--- src/att_ram.sv ---
// Generic single-write, single-read RAM with registered read data.
// No dependencies.
module att_ram #(
  parameter int unsigned WIDTH = 8,
  parameter int unsigned DEPTH = 16
) (
  input  logic                                     clk_i,
  input  logic                                     we_i,
  input  logic [((DEPTH > 1) ? $clog2(DEPTH) : 1)-1:0] waddr_i,
  input  logic [WIDTH-1:0]                         wdata_i,
  input  logic [((DEPTH > 1) ? $clog2(DEPTH) : 1)-1:0] raddr_i,
  output logic [WIDTH-1:0]                         rdata_o
);

  logic [WIDTH-1:0] mem_q [DEPTH];
  logic [WIDTH-1:0] rdata_q;

  // Write port
  always_ff @(posedge clk_i) begin
    if (we_i) begin
      mem_q[waddr_i] <= wdata_i;
    end
  end

  // Registered read port
  always_ff @(posedge clk_i) begin
    rdata_q <= mem_q[raddr_i];
  end

  assign rdata_o = rdata_q;

endmodule

--- config.mk ---
export PLATFORM = sky130hd
export DESIGN_NAME = att_ram
export DESIGN_NICKNAME = d
export VERILOG_FILES = /design/src/att_ram.sv
export SDC_FILE = /design/constraint.sdc
export NUM_CORES = 1
export LEC_CHECK = 0
export BUFFER_PORTS_ARGS = -buffer_cell sky130_fd_sc_hd__buf_2
export CORE_ASPECT_RATIO = 0.5
export CORE_MARGIN = 5
export CORE_UTILIZATION = 40
export DETAILED_ROUTE_END_ITERATION = 16
export MAX_ROUTING_LAYER = met4
export PLACE_DENSITY_LB_ADDON = 0.15
export SLEW_MARGIN = 40
export SYNTH_ARGS = -nofsm -noshare
export SYNTH_HDL_FRONTEND = slang
export SYNTH_SLANG_ARGS = --single-unit
--- constraint.sdc ---
create_clock -name clk_i -period 2.3 [get_ports clk_i]
set_clock_uncertainty 0.2 [all_clocks]
set_input_delay 0.115 -clock clk_i [delete_from_list [all_inputs] [get_ports clk_i]]
set_output_delay 0.115 -clock clk_i [all_outputs]
set_load 0.05 [all_outputs]
Word level (Yosys, flattened, before mapping)
Memory sizes are Yosys's and may differ from the RTL's. A register that Yosys moved wholly into a read port is not among the register bits.
Index checks and enable logic that the tools add are counted.
- bits in registers: 0
- memory bits (writable): 128
- input bits: 18
- output and inout bits: 8
- memories kept: 1
- memories (name ; depth ; bits a word ; rd ports ; clocked after memory_dff ; wr ports ; RTL line ; source):
    mem_q ; 16 ; 8 ; 1 ; 1 ; 1 ; 15 ; logic [WIDTH-1:0] mem_q [DEPTH];
- muxes and demuxes: 2
- operators by type and width (kind ; number):
    1-bit two-way mux ; 2

Longest topological paths before layout
Gate-level depths: netlist of the first run.
- word-level depth: 2
- gate-level depth with buffers: 5

Least setup slack after synthesis of the first run
No wires, ideal clock.
- path kind: input -> register
- start: input port waddr_i[2] in the netlist's numbering
- end: memory mem_q[0][0] (enable)
- setup time: 383 ps
- data arrival time: 1225 ps
- required time: 1717 ps
- setup slack: 492 ps
- stages: 2
- buffers on the path: 0
- cells stage by stage: or3b_2 nor3_1
- RTL lines (element ; RTL line ; source):
    start, declared ; 9 ; input logic [((DEPTH > 1) ? $clog2(DEPTH) : 1)-1:0] waddr_i,
    end, declared ; 15 ;
Straight into the memory's write port.

==> results of run 1 <==
state kept, by name, summed over array words and instances, names as in the netlist:
| name | cells |
|---|---|
| mem_q | 128 |
| rdata_o | 8 |
power groups by stage:
stage | Combinational [mW] | Sequential, mW | Clock (mW)
finish | 0.332 | 2.79 | 2.88
global route | 0.353 | 2.79 | 3.04
CTS | 0.337 | 2.79 | 2.92
detailed placement | 0.324 | 2.84 | 0
global placement | 0.319 | 2.84 | 0
floorplan | 0.141 | 2.89 | 0
cell families (layout without fill, tap and decap cells):
family	after synthesis	count (layout)	synth area share
mux	32	32	0.150
simple gates	35	35	0.0318
flops	136	136	0.778
buf+inv	10	88	0.0168
compound gates	16	16	0.0233
per-stage QoR:
step	area (um2)	setup slack, ns	util	hold slack, ns
6_report	6300	0.548	0.499	0.0259
5_1_grt	6300	0.513	0.499	0.0516
4_1_cts	6300	0.532	0.499	0.0161
3_5_place_dp	5590	0.374	0.443	0.322
3_3_place_gp	5590	0.373	0.443	0.311
2_1_floorplan	5150	0.492	-	0.0139
metal layers:
| layer | vias to the layer above | GRT usage |
|---|---|---|
| met2 | 56 | 0.227 |
| met3 | 13 | 0.0386 |
| met4 | 0 | 0.0571 |
| met1 | 1335 | 0.211 |
| met5 | - | - |
| li1 | 1108 | - |
worst max-delay path: stages, from the launching register on:
cell and delay [ns]:
edfxtp_1 0.37, mux4_1 0.51, a22oi_1 0.43, nand2_1 0.11
path summary, 6_finish.rpt:
| path | from | slack (ns) | cells after the start | endpoint |
|---|---|---|---|---|
| worst max-delay path | mem_q[1][1] | 0.55 | 3 | rdata_o[1] |
| worst min-delay path | waddr_i[3] | 0.03 | 3 | mem_q[10][7] |
| worst min register to register | mem_q[4][0] | 0.46 | 3 | rdata_o[0] |
| worst max register to register | mem_q[1][1] | 0.55 | 3 | rdata_o[1] |
cell type report:
class,count,area [um2],share of cell area
clock inverters,13,204,0.0323
well taps,170,213,0.0337
repair buffers,57,398,0.0631
clock buffers,18,429,0.0681
multi-input cells,83,1060,0.168
flip-flops and latches,136,4000,0.635
placed cells by master, fill, tap and decap left out:
cell type	Yosys	routed
nand2b_1	2	2
clkinvlp_4	0	2
mux4_2	18	18
dfxtp_1	8	8
buf_4	1	23
and2b_1	1	1
nand3_1	1	1
nor3_1	4	4
bufinv_16	0	5
edfxtp_1	128	128
clkinv_4	0	3
buf_12	0	1
and2_1	1	1
or3b_2	1	1
clkinv_2	0	1
clkinv_1	0	2
a22oi_1	16	16
buf_2	3	25
mux4_1	14	14
nand3b_1	2	2
nand2_1	9	9
clkbuf_1	0	1
clkbuf_16	0	17
dlygate4sd3_1	0	8
nor2_1	13	13
nor2b_1	1	1
==> results.ini, run 1 <==
[global_routing]
grt_use_total = 0.155
grt-ovfl-total = 0
grt_max_degree = 22
grt_pass1_wl_mm = 16.4
antenna_found_initial = 0
grt_pass1_vias = 2685

[clocking]
post_cts_resized = 0
clockRootBuffer = clkbuf_16
cts_tree = built
ctsHoldBuffers = 8
numCtsBuffers = 17
cts_buffer_depth = 2
htreeDepth = 4
cts.sinks = 136
post-cts-setup-buffers = 0
clkTransAtPathRegs_ns = 0.06
clk-insertion-delay-late_ns = 0.41

[die]
die_area_mm2 = 0.0154
die_x_um = 170
io_pins = 26
fp.dieH_um = 90.2
initial_utilization = 0.408
num_rows = 29
coreArea_mm2 = 0.0126

[sta]
fin_setup_tns_ns = 0
rsz0062_at_grt = no
worst_pin_slew_ns = 0.469
report.final.slew_viol_count = 0
layout_min_cycle_time_ns = 1.75
fmax_mhz = 571
finalHoldViolCount = 0
maxSlewHeadroom = 0.687
fin_crit_sh = 0.762
finalSetupViolations = 0

[power]
netSwitchingPower_mw = 1.20
p_int_mw = 4.80
p_seq_frac = 0.465
clockPowerShare = 0.480
p_leak_nw = 2.16
total_power_mw = 6.00
combPwrFrac = 0.055
ir_drop_mv = 0.457
p_per_area_mw_per_mm2 = 952
sw_frac_of_total = 0.200

[synthesis]
synth_common_cells = edfxtp_1 (128), mux4_2 (18), a22oi_1 (16)
async_flop_share = 0
synth_top_area_frac = 0.747
synth_edf_count = 128
ys_types = 19
syn_avg_cell_area_um2 = 22.5
yosys.area.top_type = edfxtp_1
netlist_area_mm2 = 0.00515
yosysMostFrequentCell = edfxtp_1
synthTopCellsByArea = edfxtp_1 (75%), mux4_2 (7.9%), mux4_1 (7.1%)
synthCells = 229
synth_flop_cell = edfxtp_1
ys_ff_latch = 136
ys_seq_area_frac = 0.778
ys_warn_count = 0
syn_nets = 247

[detailed_routing]
routed-wl-met2_mm = 5.18
drc = 0
postRouteAntennaNets = 0
routed_via_density = 5.27
drt_iter0_drc = 167
met3_length_um = 519
routed_wl_mm = 10.9
vias = 2512
wl_met1_mm = 5.11
drt-pass1-iter-count = 4
post_drt_wl_per_cell_um = 23.0
top_layer = met4

[critical_path]
start_kind = flip-flop
worstSetupPathType = flip-flop to flip-flop
worstSetupEndpointType = flip-flop
arrival_ns = 1.83
critPathMaxFanout = 1
required_ns = 2.38

[final_layout]
layout-drive-gt1-share = 0.313
fin_cells = 477
diodes = 0
final_nets = 313
area_delta_synth_final_pct = 22.5
fillCellCount = 1032

[placed_design]
gp_congestion = 0.756
dp.cells = 438
dp.final_hpwl_mm = 6.97
portBuffers = 25

[run]
max-cap-violations = 0

[status]
outcome = finished clean

[min_path]
holdCritPathClass = input pin to flip-flop

Note: power is estimated with default switching activity, not from simulation.
==> inputs of run 2 (changes only) <==
--- a/config.mk
+++ b/config.mk
@@ -5,6 +5,7 @@
 export SDC_FILE = /design/constraint.sdc
 export NUM_CORES = 1
 export LEC_CHECK = 0
+export ABC_AREA = 1
 export BUFFER_PORTS_ARGS = -buffer_cell sky130_fd_sc_hd__buf_2
 export CORE_ASPECT_RATIO = 0.5
 export CORE_MARGIN = 5
==> constraint.sdc (replaced) <==
create_clock -name clk_i -period 1.7 [get_ports clk_i]
set_clock_uncertainty 0.2 [all_clocks]
set_input_delay 0.085 -clock clk_i [delete_from_list [all_inputs] [get_ports clk_i]]
set_output_delay 0.085 -clock clk_i [all_outputs]
set_load 0.05 [all_outputs]
==> run 2 against run 1 <==
Compared with the run above: via count is 54% higher; non-clock buffer count is 4 higher; highest routed layer unchanged; combinational power is 76% higher; critical endpoint unchanged.
==> results.ini, run 2 <==
[critical_path]
worstSetupEndpointType = flip-flop
start_kind = input pin
required_ns = 1.80
worstSetupPathType = input pin to flip-flop
worstReg2RegEnd = rdata_o[1]
rr_worst_depth = 6
critPathMaxFanout = 16
ff2ff_setup_slack_ns = 0.44
r2r-start = mem_q[9][1]
arrival_ns = 1.67

[final_layout]
largest_reg_flops = 128
final_nets = 625
final_cell_mix = nand2_1 (173), edfxtp_1 (128), inv_1 (100)
diodes = 0
area_delta_synth_final_pct = 21.2
final_common_cell = nand2_1
regMostFlops = mem_q
fillCellCount = 1286
final-seq-area_mm2 = 0.00400
postLayoutCellArea_mm2 = 0.00699
multiInputGateArea_mm2 = 0.00121
layout-drive-gt1-share = 0.129

[sta]
finalHoldViolCount = 0
rsz0062_at_grt = no
maxSlewHeadroom = 0.733
fin_setup_tns_ns = 0
fmax_mhz = 638
hold_ws_ns = 0.0512
layout_setup_ws_ns = 0.134
layout_min_cycle_time_ns = 1.57
report.final.slew_viol_count = 0
fin_crit_sh = 0.921
finalSetupViolations = 0
worst_pin_slew_ns = 0.400

[synthesis]
async_flop_share = 0
ys_types = 12
synthTopCellsByArea = edfxtp_1 (67%), nand2_1 (11%), nand3_1 (8.4%)
netlist_area_mm2 = 0.00577
yosysMostFrequentCell = nand2_1
synth_flop_cell = edfxtp_1
synth_edf_count = 128
ys_warn_count = 0
ys_seq_area_frac = 0.694
synthCells = 551
ys_ff_latch = 136
synth_common_cells = nand2_1 (173), edfxtp_1 (128), inv_1 (100)
syn_avg_cell_area_um2 = 10.5
synth_top_area_frac = 0.667
syn_nets = 569
yosys.area.top_type = edfxtp_1

[die]
die_area_mm2 = 0.0171
num_rows = 31
coreArea_mm2 = 0.0143
fp.dieH_um = 94.9
die_x_um = 180
io_pins = 26
initial_utilization = 0.403

[detailed_routing]
drt_iter0_drc = 480
vias = 3881
met3_length_um = 905
routed-wl-met2_mm = 6.39
wl_met1_mm = 6.65
post_drt_wl_per_cell_um = 17.2
drc = 0
top_layer = met4
routed_wl_mm = 14.1
postRouteAntennaNets = 0
routed_via_density = 4.74
drt-pass1-iter-count = 5

[clocking]
cts.sinks = 136
cts_tree = built
clockRootBuffer = clkbuf_16
htreeDepth = 4
post_cts_resized = 0
cts_buffer_depth = 2
clkTransAtPathRegs_ns = 0.06
numCtsBuffers = 17
clk-insertion-delay-late_ns = 0.41

[placed_design]
placed_area_mm2 = 0.00621
post-place-ws_ns = 0.292
gp_congestion = 0.790
dp.final_hpwl_mm = 8.34
portBuffers = 25

[global_routing]
grt_pass1_vias = 3655
grt-ovfl-total = 0
grt_use_total = 0.179
grt_max_degree = 65
grt_pass1_wl_mm = 21.9
antenna_found_initial = 0

[min_path]
min-delay-start = raddr_i[1]
min_to = rdata_o[4]
holdPathStages = 6
holdCritPathClass = input pin to flip-flop

[power]
p_per_area_mw_per_mm2 = 1200
p_leak_nw = 3.02
total_power_mw = 8.39
ir_drop_mv = 0.767

[run]
max-cap-violations = 0

[status]
outcome = finished clean

==> run 2: stage by stage <==
stage | utilization | instances
floorplan | - | 551
global placement | 0.434 | 773
detailed placement | 0.434 | 773
CTS | 0.488 | 818
global route | 0.488 | 818
finish | 0.488 | 818
==> run 2: worst max-delay path: stages <==
cell,delay (ns)
dlygate4sd3_1,0.54
buf_2,0.24
inv_1,0.09
buf_4,0.24
nand3_1,0.23
nand3_1,0.17
nand2_1,0.05
==> run 2: logic make-up after synthesis <==
logic type | after synthesis | share of synthesized area
flip-flops | 136 | 0.694
buffers and inverters | 126 | 0.0952
AND/OR/NAND/NOR | 289 | 0.210
==> run 2: power breakdown <==
group          switching (mW)  internal [mW]  leakage [nW]
Sequential             0.0235           3.75          1.22
Clock                    1.41           2.62         0.309
Combinational           0.416          0.169          1.49
Total                    1.85           6.54          3.02
==> run 2: what timing repair did <==
item | CTS | global route
buffers inserted | 0 | 0
endpoints found under the hold margin | 138 | 0
hold buffers | 13 | 0
==> run 2: worst max-delay path by stage <==
stage / slack (ns) / start / endpoint
after CTS: 0.17 / raddr_i[2] / rdata_o[4]
final: 0.13 / raddr_i[2] / rdata_o[1]
after global placement: 0.27 / raddr_i[0] / rdata_o[4]
after floorplan: 0.46 / waddr_i[2] / mem_q[10][0]
after detailed placement: 0.29 / raddr_i[0] / rdata_o[4]
after global routing: 0.12 / raddr_i[2] / rdata_o[1]
==> run 2: layout make-up <==
cell class,instances,share of cell area
multi-input combinational,289,0.174
clock buffer,19,0.0619
clock inverter,13,0.0311
timing repair buffer,61,0.0702
inverter,102,0.0548
sequential,136,0.573
tap,198,0.0354
==> run 2: metal layers <==
layer	GRT usage	vias to the layer above
li1	-	1888
met1	0.258	1876
met2	0.266	106
met3	0.0304	11
met4	0.0475	0
met5	-	-
==> inputs of run 3 (changes only) <==
--- a/config.mk
+++ b/config.mk
@@ -13,6 +13,7 @@
 export DETAILED_ROUTE_END_ITERATION = 16
 export MAX_ROUTING_LAYER = met4
 export PLACE_DENSITY_LB_ADDON = 0.15
+export RECOVER_POWER = 25
 export SLEW_MARGIN = 40
 export SYNTH_ARGS = -nofsm -noshare
 export SYNTH_HDL_FRONTEND = slang
==> run 3 against run 2 <==
Compared with the run above: critical path depth did not move; sequential cell count unchanged; power barely moved; design area is 0.11% lower; register-to-register slack is essentially flat; via count rose by 0.64%; clock-buffer cell count did not move; wire length about the same; combinational power hardly changed; sequential share of layout area grew 0.062 points; largest cell class unchanged; largest power group unchanged.
==> results.ini, run 3 (same netlist as run 2, synthesis figures left out) <==
[sta]
fin_crit_sh = 0.925
report.final.slew_viol_count = 0
fin_setup_tns_ns = 0
layout_min_cycle_time_ns = 1.57
fmax_mhz = 636
layout_setup_ws_ns = 0.128
finalHoldViolCount = 0
finalSetupViolations = 0
worst_pin_slew_ns = 0.979
rsz0062_at_grt = no
maxSlewHeadroom = 0.348

[clocking]
cts_buffer_depth = 2
htreeDepth = 4
clockRootBuffer = clkbuf_16
cts.sinks = 136
cts_tree = built
clkTransAtPathRegs_ns = 0.06
clk-insertion-delay-late_ns = 0.41
numCtsBuffers = 17

[global_routing]
grt_pass1_wl_mm = 21.9
antenna_found_initial = 0
grt_use_total = 0.179
grt-ovfl-total = 0
grt_pass1_vias = 3655
grt_max_degree = 65

[final_layout]
area_delta_synth_final_pct = 21.1
final_cell_mix = nand2_1 (173), edfxtp_1 (128), inv_1 (100)
regMostFlops = mem_q
final_nets = 625
diodes = 0
final_common_cell = nand2_1
layout-drive-gt1-share = 0.119
largest_reg_flops = 128

[detailed_routing]
drc = 0
post_drt_wl_per_cell_um = 17.2
postRouteAntennaNets = 0
routed_wl_mm = 14.0
drt-pass1-iter-count = 6
routed_via_density = 4.78
vias = 3906
drt_iter0_drc = 453

[critical_path]
crit_top_cell = nand3_1
arrival_ns = 1.68
crit_start = raddr_i[2]
path_buf_inv = 4
worstSetupEndpointType = flip-flop
worstSetupPathType = input pin to flip-flop
required_ns = 1.80
critPathSlowestCell = dlygate4sd3_1
cp_top_family = buffers and inverters
r2r-start = mem_q[9][1]
critPathMaxFanout = 16
critPathMaxStageDelay_ns = 0.54
path_cells = dlygate4sd3_1 -> buf_2 -> inv_1 -> buf_4 -> nand3_1 -> nand3_1 -> nand2_1
start_kind = input pin

[die]
die_area_mm2 = 0.0171
initial_utilization = 0.403
die_x_um = 180
num_rows = 31
coreArea_mm2 = 0.0143
io_pins = 26
fp.dieH_um = 94.9

[min_path]
min-delay-start = raddr_i[1]
holdCritPathClass = input pin to flip-flop

[placed_design]
post-place-ws_ns = 0.292
gp_congestion = 0.790
portBuffers = 25
dp.final_hpwl_mm = 8.34

[run]
max-cap-violations = 0

[power]
p_leak_nw = 3.00
p_per_area_mw_per_mm2 = 1200
ir_drop_mv = 0.771

[status]
outcome = finished clean

run 3: cell types whose count changed in the layout (fill, tap and decap cells not counted):
| cell | previous run | this run |
|---|---|---|
| buf_2 | 25 | 19 |
| clkbuf_1 | 2 | 8 |
run 3: what timing repair did:
action                    in CTS  in global routing
hold buffers                  13                  0
hold endpoints to repair     138                  0
setup buffers                  0                  0
gates resized for setup        0                  0
run 3: worst paths after layout:
check / endpoint / slack (ns) / cells after the start
worst max-delay path: rdata_o[1] / 0.13 / 7
worst min-delay path: rdata_o[4] / 0.06 / 6
worst max register to register: rdata_o[1] / 0.43 / 6
worst min register to register: rdata_o[2] / 0.49 / 6
run 3: cell type report:
type | instances | area [um2]
fillers | 1287 | 7330
flip-flops and latches | 136 | 4000
multi-input cells | 289 | 1210
repair buffers | 61 | 483
clock buffers | 19 | 433
inverters | 102 | 383
well taps | 198 | 248
clock inverters | 13 | 218
run 3: through the flow:
step	total power, mW	cells	hold WS, ns	area, um2	util
4_1_cts	8.45	818	0.0341	6990	0.488
5_1_grt	8.66	818	0.0754	6980	0.488
2_1_floorplan	4.18	551	-0.0161	5770	-
6_report	8.39	818	0.0566	6980	0.488
3_3_place_gp	4.41	773	0.274	6210	0.434
3_5_place_dp	4.41	773	0.262	6210	0.434
run 3: worst register-to-register path: cells and delay by family, from the launching register on:
family | cells | cell delay (ns)
DFF | 1 | 0.35
and+or+nand+nor | 5 | 0.56
buffers and inverters | 1 | 0.06
run 3: routing by layer:
layer,GRT usage,vias to the layer above,wire (um)
met4,0.0475,0,117
met1,0.258,1902,6650
met5,-,-,0
li1,-,1889,-
met3,0.0304,11,825
met2,0.266,104,6450
run 3: power by group:
group | switching, mW | internal, mW | total (mW)
sequential | 0.0234 | 3.75 | 3.77
clock | 1.41 | 2.62 | 4.04
combinational | 0.417 | 0.167 | 0.584
